**src/design/lpc_pkg.sv**
```systemverilog
// Types and constants shared by the loop phase clock modules.
package lpc_pkg;

    localparam int unsigned OPCODE_W = 3;
    localparam int unsigned LENGTH_W = 24;
    localparam int unsigned RATIO_W  = 17;
    localparam int unsigned QUO_W    = 16;
    localparam int unsigned MODE_W   = 2;
    localparam int unsigned PULSE_W  = 4;
    localparam int unsigned STEP_W   = 4;

    localparam logic [OPCODE_W-1:0] OP_TICK    = 3'd0;
    localparam logic [OPCODE_W-1:0] OP_START   = 3'd1;
    localparam logic [OPCODE_W-1:0] OP_STOP    = 3'd2;
    localparam logic [OPCODE_W-1:0] OP_RESET   = 3'd3;
    localparam logic [OPCODE_W-1:0] OP_SET_LEN = 3'd4;

    localparam logic [MODE_W-1:0] MODE_IDLE = 2'd0;
    localparam logic [MODE_W-1:0] MODE_REC  = 2'd1;
    localparam logic [MODE_W-1:0] MODE_PLAY = 2'd2;

    localparam logic [RATIO_W-1:0] RATIO_ONE = 17'h10000;
    localparam logic [PULSE_W-1:0] PULSE_Q0  = 4'b0001;
    localparam logic [STEP_W-1:0]  DIV_LAST  = 4'd15;

    typedef struct packed {
        logic [OPCODE_W-1:0] opcode;
        logic [LENGTH_W-1:0] length_value;
    } lpc_in_t;

    typedef struct packed {
        logic                ratio_valid;
        logic [RATIO_W-1:0]  phase_ratio;
        logic [PULSE_W-1:0]  quarter_pulses;
        logic [MODE_W-1:0]   mode;
    } lpc_out_t;

    typedef struct packed {
        logic capture;
        logic exec;
        logic fold;
        logic div_step;
        logic load;
    } lpc_cmd_t;

    typedef struct packed {
        logic need_div;
        logic div_done;
        logic out_free;
    } lpc_sts_t;

endpackage

```
**src/design/loop_phase_clock_top.sv**
```systemverilog
// Top level of the loop phase clock: controller, datapath and assertions.
//
//  channel  direction  handshake          payload
//  s_       in         s_valid / s_ready  lpc_in_t  (opcode, length_value)
//  m_       out        m_valid / m_ready  lpc_out_t (ratio_valid, phase_ratio,
//                                                    quarter_pulses, mode)
//
// One transaction in flight. A playback tick goes from acceptance through update,
// fold, 16 radix-2 divider steps and load, the divider cut short when the ratio
// saturates; others go from update to load. The next input is taken the cycle after
// the load. A held result stalls only the load of the following transaction.
// Synchronous active-low reset clears the mode, length and counts; no clearing pass.
module loop_phase_clock_top #(
    parameter int unsigned COUNT_WIDTH = 24
) (
    input  logic              aclk,
    input  logic              aresetn,
    input  logic              s_valid,
    output logic              s_ready,
    input  lpc_pkg::lpc_in_t  s_data,
    output logic              m_valid,
    input  logic              m_ready,
    output lpc_pkg::lpc_out_t m_data
);
    import lpc_pkg::*;

    lpc_cmd_t cmd;
    lpc_sts_t sts;

    lpc_ctrl u_ctrl (
        .aclk    (aclk),
        .aresetn (aresetn),
        .s_valid (s_valid),
        .s_ready (s_ready),
        .sts     (sts),
        .cmd     (cmd)
    );

    lpc_datapath #(
        .COUNT_WIDTH (COUNT_WIDTH)
    ) u_datapath (
        .aclk    (aclk),
        .aresetn (aresetn),
        .in_data (s_data),
        .cmd     (cmd),
        .sts     (sts),
        .m_valid (m_valid),
        .m_ready (m_ready),
        .m_data  (m_data)
    );

`ifndef SYNTHESIS
    a_one_in_flight: assert property (@(posedge aclk) disable iff (!aresetn)
        s_valid && s_ready |=> !s_ready)
        else $error("input taken while a transaction is in flight");

    a_ratio_range: assert property (@(posedge aclk) disable iff (!aresetn)
        m_valid |-> m_data.phase_ratio <= RATIO_ONE)
        else $error("phase ratio above one");

    a_ratio_needs_valid: assert property (@(posedge aclk) disable iff (!aresetn)
        m_valid && !m_data.ratio_valid |-> m_data.phase_ratio == '0)
        else $error("phase ratio set without ratio_valid");

    a_load_when_free: assert property (@(posedge aclk) disable iff (!aresetn)
        cmd.load |-> !m_valid || m_ready)
        else $error("result register overwritten before transfer");
`endif

endmodule

```
**src/design/lpc_ctrl.sv**
```systemverilog
// Sequencing state machine for the loop phase clock.
module lpc_ctrl (
    input  logic              aclk,
    input  logic              aresetn,
    input  logic              s_valid,
    output logic              s_ready,
    input  lpc_pkg::lpc_sts_t sts,
    output lpc_pkg::lpc_cmd_t cmd
);
    import lpc_pkg::*;

    typedef enum logic [4:0] {
        S_IDLE = 5'b00001,
        S_EXEC = 5'b00010,
        S_FOLD = 5'b00100,
        S_DIV  = 5'b01000,
        S_LOAD = 5'b10000
    } state_t;

    state_t state_reg;
    state_t state_next;

    always_ff @(posedge aclk) begin
        if (!aresetn) begin
            state_reg <= S_IDLE;
        end else begin
            state_reg <= state_next;
        end
    end

    always_comb begin
        state_next = state_reg;
        cmd        = '0;
        s_ready    = 1'b0;
        case (state_reg)
            S_IDLE: begin
                s_ready = 1'b1;
                if (s_valid) begin
                    cmd.capture = 1'b1;
                    state_next  = S_EXEC;
                end
            end
            S_EXEC: begin
                cmd.exec   = 1'b1;
                state_next = sts.need_div ? S_FOLD : S_LOAD;
            end
            S_FOLD: begin
                cmd.fold   = 1'b1;
                state_next = S_DIV;
            end
            S_DIV: begin
                cmd.div_step = 1'b1;
                if (sts.div_done) begin
                    state_next = S_LOAD;
                end
            end
            S_LOAD: begin
                if (sts.out_free) begin
                    cmd.load   = 1'b1;
                    state_next = S_IDLE;
                end
            end
            default: begin
                state_next = S_IDLE;
            end
        endcase
    end

endmodule

```
**src/design/lpc_datapath.sv**
```systemverilog
// Loop state, phase fold, radix-2 ratio divider and output register.
module lpc_datapath #(
    parameter int unsigned COUNT_WIDTH = 24
) (
    input  logic              aclk,
    input  logic              aresetn,
    input  lpc_pkg::lpc_in_t  in_data,
    input  lpc_pkg::lpc_cmd_t cmd,
    output lpc_pkg::lpc_sts_t sts,
    output logic              m_valid,
    input  logic              m_ready,
    output lpc_pkg::lpc_out_t m_data
);
    import lpc_pkg::*;

    localparam int unsigned CW = COUNT_WIDTH;
    localparam logic [CW-1:0] CNT_MAX = {CW{1'b1}};

    logic [OPCODE_W-1:0] op_reg, op_next;
    logic [CW-1:0]       len_in_reg, len_in_next;
    logic [MODE_W-1:0]   mode_reg, mode_next;
    logic [CW-1:0]       length_reg, length_next;
    logic [CW-1:0]       phase_reg, phase_next;
    logic [CW-1:0]       elapsed_reg, elapsed_next;
    logic [CW:0]         rem_reg, rem_next;
    logic [QUO_W-1:0]    quo_reg, quo_next;
    logic [STEP_W-1:0]   cnt_reg, cnt_next;
    logic                pend_valid_reg, pend_valid_next;
    logic                pend_div_reg, pend_div_next;
    logic [PULSE_W-1:0]  pend_pulses_reg, pend_pulses_next;
    logic                sat_reg, sat_next;
    logic                skip_reg, skip_next;
    lpc_out_t            out_reg, out_next;
    logic                out_valid_reg, out_valid_next;

    logic [CW-1:0]  length_inc, phase_inc, elapsed_inc;
    logic [CW-1:0]  num, q1, q2, q3;
    logic [CW+1:0]  len_x3;
    logic [CW:0]    len_x2, shifted;
    logic           gt, fold_sat, fold_zero, ge;
    logic [RATIO_W-1:0] ratio_sel;

    assign length_inc  = (length_reg == CNT_MAX) ? length_reg : length_reg + 1'b1;
    assign phase_inc   = (phase_reg == CNT_MAX) ? phase_reg : phase_reg + 1'b1;
    assign elapsed_inc = (elapsed_reg == CNT_MAX) ? elapsed_reg : elapsed_reg + 1'b1;

    // fold stage: one subtraction of the length, saturation decided in parallel
    assign num       = rem_reg[CW-1:0];
    assign len_x2    = {length_reg, 1'b0};
    assign gt        = num > length_reg;
    assign fold_zero = (length_reg == '0);
    assign fold_sat  = gt ? ({1'b0, num} >= len_x2) : (num == length_reg);

    assign q1     = {2'b00, length_reg[CW-1:2]};
    assign q2     = {1'b0, length_reg[CW-1:1]};
    assign len_x3 = {2'b00, length_reg} + {1'b0, length_reg, 1'b0};
    assign q3     = len_x3[CW+1:2];

    assign shifted = {rem_reg[CW-1:0], 1'b0};
    assign ge      = shifted >= {1'b0, length_reg};

    always_comb begin
        if (!pend_div_reg) begin
            ratio_sel = '0;
        end else if (skip_reg) begin
            ratio_sel = sat_reg ? RATIO_ONE : '0;
        end else begin
            ratio_sel = {1'b0, quo_reg};
        end
    end

    always_comb begin
        op_next          = op_reg;
        len_in_next      = len_in_reg;
        mode_next        = mode_reg;
        length_next      = length_reg;
        phase_next       = phase_reg;
        elapsed_next     = elapsed_reg;
        rem_next         = rem_reg;
        quo_next         = quo_reg;
        cnt_next         = cnt_reg;
        pend_valid_next  = pend_valid_reg;
        pend_div_next    = pend_div_reg;
        pend_pulses_next = pend_pulses_reg;
        sat_next         = sat_reg;
        skip_next        = skip_reg;
        out_next         = out_reg;
        out_valid_next   = out_valid_reg;

        if (cmd.capture) begin
            op_next     = in_data.opcode;
            len_in_next = CW'(in_data.length_value);
        end

        if (cmd.exec) begin
            pend_valid_next  = 1'b0;
            pend_div_next    = 1'b0;
            pend_pulses_next = '0;
            case (op_reg)
                OP_TICK: begin
                    if (mode_reg == MODE_REC) begin
                        length_next = length_inc;
                    end else if (mode_reg == MODE_PLAY) begin
                        rem_next        = {1'b0, phase_inc};
                        pend_valid_next = 1'b1;
                        pend_div_next   = 1'b1;
                        if (elapsed_inc >= length_reg) begin
                            phase_next   = '0;
                            elapsed_next = '0;
                        end else begin
                            phase_next   = phase_inc;
                            elapsed_next = elapsed_inc;
                        end
                    end
                end
                OP_START: begin
                    if (mode_reg == MODE_IDLE && length_reg == '0) begin
                        mode_next = MODE_REC;
                    end else if (length_reg != '0) begin
                        elapsed_next     = '0;
                        mode_next        = MODE_PLAY;
                        pend_pulses_next = PULSE_Q0;
                    end
                end
                OP_STOP: begin
                    mode_next = MODE_IDLE;
                end
                OP_RESET: begin
                    mode_next       = MODE_IDLE;
                    length_next     = '0;
                    phase_next      = '0;
                    elapsed_next    = '0;
                    pend_valid_next = 1'b1;
                end
                OP_SET_LEN: begin
                    if (length_reg == '0 && len_in_reg != '0) begin
                        length_next  = len_in_reg;
                        phase_next   = '0;
                        elapsed_next = '0;
                    end
                end
                default: begin
                    pend_valid_next = 1'b0;
                end
            endcase
        end

        if (cmd.fold) begin
            rem_next  = gt ? {1'b0, num - length_reg} : {1'b0, num};
            sat_next  = fold_sat && !fold_zero;
            skip_next = fold_sat || fold_zero;
            quo_next  = '0;
            cnt_next  = '0;
            pend_pulses_next = {phase_reg == q3, phase_reg == q2,
                                phase_reg == q1, phase_reg == '0};
        end

        if (cmd.div_step) begin
            rem_next = ge ? shifted - {1'b0, length_reg} : shifted;
            quo_next = {quo_reg[QUO_W-2:0], ge};
            cnt_next = cnt_reg + 1'b1;
        end

        if (cmd.load) begin
            out_next.ratio_valid    = pend_valid_reg;
            out_next.phase_ratio    = ratio_sel;
            out_next.quarter_pulses = pend_pulses_reg;
            out_next.mode           = mode_reg;
            out_valid_next          = 1'b1;
        end else if (m_ready) begin
            out_valid_next = 1'b0;
        end
    end

    always_ff @(posedge aclk) begin
        if (!aresetn) begin
            mode_reg      <= MODE_IDLE;
            length_reg    <= '0;
            phase_reg     <= '0;
            elapsed_reg   <= '0;
            out_valid_reg <= 1'b0;
        end else begin
            mode_reg      <= mode_next;
            length_reg    <= length_next;
            phase_reg     <= phase_next;
            elapsed_reg   <= elapsed_next;
            out_valid_reg <= out_valid_next;
        end
    end

    always_ff @(posedge aclk) begin
        op_reg          <= op_next;
        len_in_reg      <= len_in_next;
        rem_reg         <= rem_next;
        quo_reg         <= quo_next;
        cnt_reg         <= cnt_next;
        pend_valid_reg  <= pend_valid_next;
        pend_div_reg    <= pend_div_next;
        pend_pulses_reg <= pend_pulses_next;
        sat_reg         <= sat_next;
        skip_reg        <= skip_next;
        out_reg         <= out_next;
    end

    assign sts.need_div = (op_reg == OP_TICK) && (mode_reg == MODE_PLAY);
    assign sts.div_done = skip_reg || (cnt_reg == DIV_LAST);
    assign sts.out_free = !out_valid_reg || m_ready;

    assign m_valid = out_valid_reg;
    assign m_data  = out_reg;

endmodule
```
**config.mk**
```make
export PLATFORM = sky130hd
export DESIGN_NAME = loop_phase_clock_top
export DESIGN_NICKNAME = d
export VERILOG_FILES = /design/src/design/lpc_pkg.sv /design/src/design/loop_phase_clock_top.sv /design/src/design/lpc_ctrl.sv /design/src/design/lpc_datapath.sv
export SDC_FILE = /design/constraint.sdc
export NUM_CORES = 1
export LEC_CHECK = 0
export BUFFER_PORTS_ARGS = -buffer_cell sky130_fd_sc_hd__buf_2
export CELL_PAD_IN_SITES_DETAIL_PLACEMENT = 1
export CELL_PAD_IN_SITES_GLOBAL_PLACEMENT = 2
export CORE_UTILIZATION = 40
export CTS_CLUSTER_SIZE = 16
export DETAILED_ROUTE_END_ITERATION = 12
export PLACE_DENSITY = 0.92
export SYNTH_ARGS = -nofsm -noshare
export SYNTH_HDL_FRONTEND = slang
export SYNTH_SLANG_ARGS = --single-unit
export TNS_END_PERCENT = 10
```
**constraint.sdc**
```tcl
create_clock -name aclk -period 6.1 [get_ports aclk]
set_clock_uncertainty 0.1 [all_clocks]
set_input_delay 1.22 -clock aclk [delete_from_list [all_inputs] [get_ports aclk]]
set_output_delay 1.22 -clock aclk [all_outputs]
set_load 0.1 [all_outputs]
```
==> impl_metrics.prom <==
# TYPE chip_impl_metric gauge
chip_impl_info{name="endpoint_kind",value="register"} 1
chip_impl_info{name="setup.worst_path.class",value="register to register"} 1
chip_impl_metric{name="htreeDepth",unit=""} 4
chip_impl_metric{name="ios",unit=""} 57
chip_impl_info{name="status",value="complete, no violations"} 1
chip_impl_metric{name="filler_cell_count",unit=""} 4221
chip_impl_metric{name="count_of_flip_flops_with_a_built_in_enable_after_synthesis",unit=""} 103
chip_impl_metric{name="detailedRoute.firstIterationViolations",unit=""} 1048
chip_impl_metric{name="layout-drive-gt1-share",unit=""} 0.0768
chip_impl_metric{name="synth-seq-area-share",unit=""} 0.325
chip_impl_metric{name="diodes",unit=""} 0
chip_impl_metric{name="grt_first_pass_wirelength",unit="microns"} 78400
chip_impl_metric{name="critical_path_arrival",unit="ps"} 5750
chip_impl_metric{name="post_cts_resize_count",unit=""} 0
chip_impl_metric{name="cellPowerDensity",unit="mW/mm^2"} 172
chip_impl_metric{name="fmaxAchievable",unit="MHz"} 181
chip_impl_metric{name="remaining_drc_errors",unit=""} 0
chip_impl_info{name="worstSetupStartpoint",value="u_datapath.elapsed_reg[18]$_SDFFE_PN0P_"} 1
chip_impl_metric{name="synth.mux.area_fraction",unit=""} 0.00425
chip_impl_metric{name="cts_num_sinks",unit=""} 183
chip_impl_metric{name="worstRegToRegCells",unit=""} 20
chip_impl_info{name="cts_root_buf",value="sky130_fd_sc_hd__clkbuf_16"} 1
chip_impl_metric{name="port_buffers",unit=""} 56
chip_impl_info{name="worstReg2RegStart",value="u_datapath.elapsed_reg[18]$_SDFFE_PN0P_"} 1
chip_impl_metric{name="vias_in_the_first_global_route",unit=""} 13700
chip_impl_metric{name="static-leakage-power",unit="nW"} 5.82
chip_impl_info{name="synth_ff_type",value="sky130_fd_sc_hd__edfxtp_1"} 1
chip_impl_metric{name="drt-vias-per-instance",unit=""} 6.16
chip_impl_metric{name="route.vias.total",unit=""} 13400
chip_impl_metric{name="cp_data_required_time",unit="ps"} 6320
chip_impl_metric{name="fp.dieW",unit="microns"} 192
chip_impl_metric{name="ys.warnings.count",unit=""} 0
chip_impl_metric{name="fp.dieH",unit="microns"} 192
chip_impl_metric{name="cts_buffer_depth",unit=""} 2
chip_impl_metric{name="detail_route.wl_per_cell",unit="microns"} 23.4
chip_impl_metric{name="cts_setup_buffers",unit=""} 0
chip_impl_metric{name="clkSlewWorstSetupHoldPaths",unit="ps"} 70
chip_impl_metric{name="multi_input_comb_area",unit="sq mm"} 0.00919
chip_impl_metric{name="placed_cell_area",unit="sq mm"} 0.0151
chip_impl_metric{name="area.sequential",unit="sq mm"} 0.00469
chip_impl_metric{name="synthSimpleGateAreaFrac",unit=""} 0.190
chip_impl_metric{name="path_max_fanout",unit=""} 21
chip_impl_metric{name="post-place-cells",unit=""} 2134
chip_impl_info{name="holdCritPathClass",value="register to register"} 1
chip_impl_metric{name="min_period",unit="ps"} 5540
chip_impl_metric{name="final_min_period_over_clock_period",unit=""} 0.907
chip_impl_metric{name="synth_compound_area_frac",unit=""} 0.219
chip_impl_metric{name="post_synth_xor_area_fraction",unit=""} 0.100
chip_impl_metric{name="placementRows",unit=""} 69
chip_impl_metric{name="yosys.cell_types.count",unit=""} 73
chip_impl_metric{name="setup_viol_count_final",unit=""} 0
chip_impl_metric{name="synthesis.area",unit="sq mm"} 0.0144
chip_impl_metric{name="async_flop_share",unit=""} 0
chip_impl_metric{name="synthCells",unit=""} 1679
chip_impl_metric{name="die-area",unit="sq mm"} 0.0368
chip_impl_metric{name="final_area",unit="sq mm"} 0.0157
chip_impl_metric{name="drt_pass1_iterations",unit=""} 5
chip_impl_metric{name="finish.net_count",unit=""} 1861
chip_impl_metric{name="route.antenna.remaining_nets",unit=""} 0
chip_impl_metric{name="drv_slew",unit=""} 0
chip_impl_metric{name="total_count_of_hold_check_failures_in_the_final_report",unit=""} 0
chip_impl_metric{name="grt.total_usage",unit=""} 0.281
chip_impl_metric{name="hold-worst-slack",unit="ps"} 320
chip_impl_metric{name="final_cell_count_no_fill",unit=""} 2166
chip_impl_metric{name="clk-insertion-delay-late",unit="ps"} 460
chip_impl_metric{name="slew_headroom",unit=""} 0.163
chip_impl_metric{name="area_share_of_fa_ha_maj_cells_after_synthesis",unit=""} 0.121
chip_impl_info{name="worstSetupEndpoint",value="u_datapath.elapsed_reg[10]$_SDFFE_PN0P_"} 1
chip_impl_metric{name="initial_utilization",unit=""} 0.406
chip_impl_info{name="r2r-end",value="u_datapath.elapsed_reg[10]$_SDFFE_PN0P_"} 1
chip_impl_info{name="layout.cells.most_common",value="sky130_fd_sc_hd__nand2_1"} 1
chip_impl_info{name="synth_top_family_by_area",value="compound AO/OA/AOI/OAI gates"} 1
chip_impl_info{name="worstSetupStartpointType",value="register"} 1
chip_impl_metric{name="postSynthNetCount",unit=""} 1848
chip_impl_info{name="unrepaired_setup_endpoints_after_global_routing",value="false"} 1
chip_impl_metric{name="antenna_violations_before_repair",unit=""} 1
chip_impl_metric{name="worst-r2r-setup-slack",unit="ps"} 560
chip_impl_metric{name="core_region_area",unit="sq mm"} 0.0356
chip_impl_metric{name="maxCapViolCount",unit=""} 0
chip_impl_metric{name="place.gp.congestion",unit=""} 0.916
chip_impl_metric{name="total_negative_slack",unit="ps"} 0
chip_impl_info{name="most-common-layout-cells",value="sky130_fd_sc_hd__nand2_1, sky130_fd_sc_hd__a21oi_1, sky130_fd_sc_hd__ha_1"} 1
chip_impl_metric{name="routed_wirelength",unit="microns"} 50700
chip_impl_metric{name="worst_margin_pin_slew",unit="ps"} 1250
chip_impl_info{name="cts_tree",value="yes"} 1
chip_impl_metric{name="dpl.hpwl",unit="microns"} 39100
chip_impl_metric{name="irDropWorstVdd",unit="uV"} 244
chip_impl_metric{name="cts_buffers",unit=""} 17
chip_impl_metric{name="synth_seq_cells",unit=""} 183
chip_impl_metric{name="post_synth.cell_area_avg",unit="sq um"} 8.59
chip_impl_metric{name="grt_overflow_total",unit=""} 0
chip_impl_metric{name="holdBufCountCts",unit=""} 0
chip_impl_metric{name="grt_max_degree",unit=""} 44
chip_impl_metric{name="total_power",unit="W"} 0.00271
chip_impl_metric{name="flow.area_growth_from_synthesis",unit="%"} 8.84
power by group:
| part | leakage (nW) | total (W) | internal (W) | switching (W) |
|---|---|---|---|---|
| Sequential | 1.55 | 0.00136 | 0.00133 | 0.0000320 |
| Combinational | 4.01 | 0.000259 | 0.0000766 | 0.000183 |
| Clock | 0.261 | 0.00108 | 0.000544 | 0.000539 |
| Total | 5.82 | 0.00271 | 0.00195 | 0.000754 |
stage by stage:
step | setup WS [ps] | utilization
final | 564 | 0.442
after global routing | 126 | 0.442
after global placement | 906 | 0.426
after CTS | 501 | 0.442
after detailed placement | 669 | 0.426
after floorplan | 1570 | -
final cells by class:
class,count,share of cell area
Clock buffer,19,0.0282
Timing Repair Buffer,78,0.0284
Sequential cell,183,0.299
Multi-Input combinational cell,1346,0.585
Tap cell,461,0.0367
Clock inverter,13,0.00725
Inverter,66,0.0158
metal layers:
| metal | vias up | wire [microns] | global-route usage |
|---|---|---|---|
| li1 | 6213 | - | - |
| met1 | 6621 | 21600 | 0.345 |
| met4 | 2 | 1720 | 0.117 |
| met3 | 108 | 2520 | 0.0413 |
| met5 | - | 19 | 0 |
| met2 | 407 | 24800 | 0.490 |
how the worst min path moves through the flow:
stage                                                      from                              end  slack [ps]  cells after the start
floorplan                   u_datapath.pend_valid_reg$_DFFE_PP_  u_datapath.m_data[23]$_DFFE_PP_         300                      0
global placement    u_datapath.pend_pulses_reg[1]$_SDFFCE_PN0P_   u_datapath.m_data[3]$_DFFE_PP_         310                      0
detailed placement  u_datapath.pend_pulses_reg[2]$_SDFFCE_PN0P_   u_datapath.m_data[4]$_DFFE_PP_         310                      0
CTS                 u_datapath.pend_pulses_reg[2]$_SDFFCE_PN0P_   u_datapath.m_data[4]$_DFFE_PP_         320                      0
global route        u_datapath.pend_pulses_reg[3]$_SDFFCE_PN0P_   u_datapath.m_data[5]$_DFFE_PP_         340                      0
finish              u_datapath.pend_pulses_reg[2]$_SDFFCE_PN0P_   u_datapath.m_data[4]$_DFFE_PP_         320                      0
cell families (layout without fill, tap and decap cells):
kind of cell | count (synthesis) | in the layout
adders and majority gates | 138 | 138
xor gates and xnor gates | 165 | 165
and+or+nand+nor | 547 | 547
AOI/OAI and AO/OA | 490 | 490
DFF | 183 | 183
muxes | 6 | 6
buffers and inverters | 150 | 176
cell usage after synthesis (13+ instances only):
master,n,area (sq um)
sky130_fd_sc_hd__inv_1,64,240
sky130_fd_sc_hd__nand3b_1,14,105
sky130_fd_sc_hd__ha_1,135,1690
sky130_fd_sc_hd__o21ai_0,103,515
sky130_fd_sc_hd__a21o_1,29,218
sky130_fd_sc_hd__o31ai_1,22,165
sky130_fd_sc_hd__xnor2_1,104,911
sky130_fd_sc_hd__nand3_1,47,235
sky130_fd_sc_hd__clkbuf_1,69,259
sky130_fd_sc_hd__a21boi_0,13,97.6
sky130_fd_sc_hd__nor2_1,107,402
sky130_fd_sc_hd__edfxtp_1,103,3090
sky130_fd_sc_hd__a22o_1,13,114
sky130_fd_sc_hd__o21a_1,24,180
sky130_fd_sc_hd__a31oi_1,14,87.6
sky130_fd_sc_hd__nor4_1,25,156
sky130_fd_sc_hd__a21oi_1,144,721
sky130_fd_sc_hd__dfxtp_1,80,1600
sky130_fd_sc_hd__nand4_1,44,275
sky130_fd_sc_hd__and2_1,42,263
sky130_fd_sc_hd__nor2b_1,21,131
sky130_fd_sc_hd__xor2_1,61,534
sky130_fd_sc_hd__nand2_1,149,559
sky130_fd_sc_hd__and3_1,14,87.6
sky130_fd_sc_hd__nor3_1,39,195
sky130_fd_sc_hd__a211oi_1,24,180
sky130_fd_sc_hd__nand2b_1,15,93.8
worst max-delay path, stage by stage (launching register included):
cell                       delay [ps]
sky130_fd_sc_hd__dfxtp_1          380
sky130_fd_sc_hd__and4_1           190
sky130_fd_sc_hd__and2_1           190
sky130_fd_sc_hd__and4_1           230
sky130_fd_sc_hd__a41oi_1          440
sky130_fd_sc_hd__and2_1           270
sky130_fd_sc_hd__nand2_1           70
sky130_fd_sc_hd__nor2_1           280
sky130_fd_sc_hd__nand4_1          160
sky130_fd_sc_hd__xnor2_1          170
sky130_fd_sc_hd__ha_1             300
sky130_fd_sc_hd__nand2_1           90
sky130_fd_sc_hd__nor4_1           410
sky130_fd_sc_hd__o211ai_1         150
sky130_fd_sc_hd__o31ai_1          440
sky130_fd_sc_hd__o21bai_1         180
sky130_fd_sc_hd__buf_4            220
sky130_fd_sc_hd__or3_1            670
sky130_fd_sc_hd__nor2b_1           90
sky130_fd_sc_hd__o21ai_0          220
sky130_fd_sc_hd__o31ai_1          110
Power figures use the tool's default switching activity.
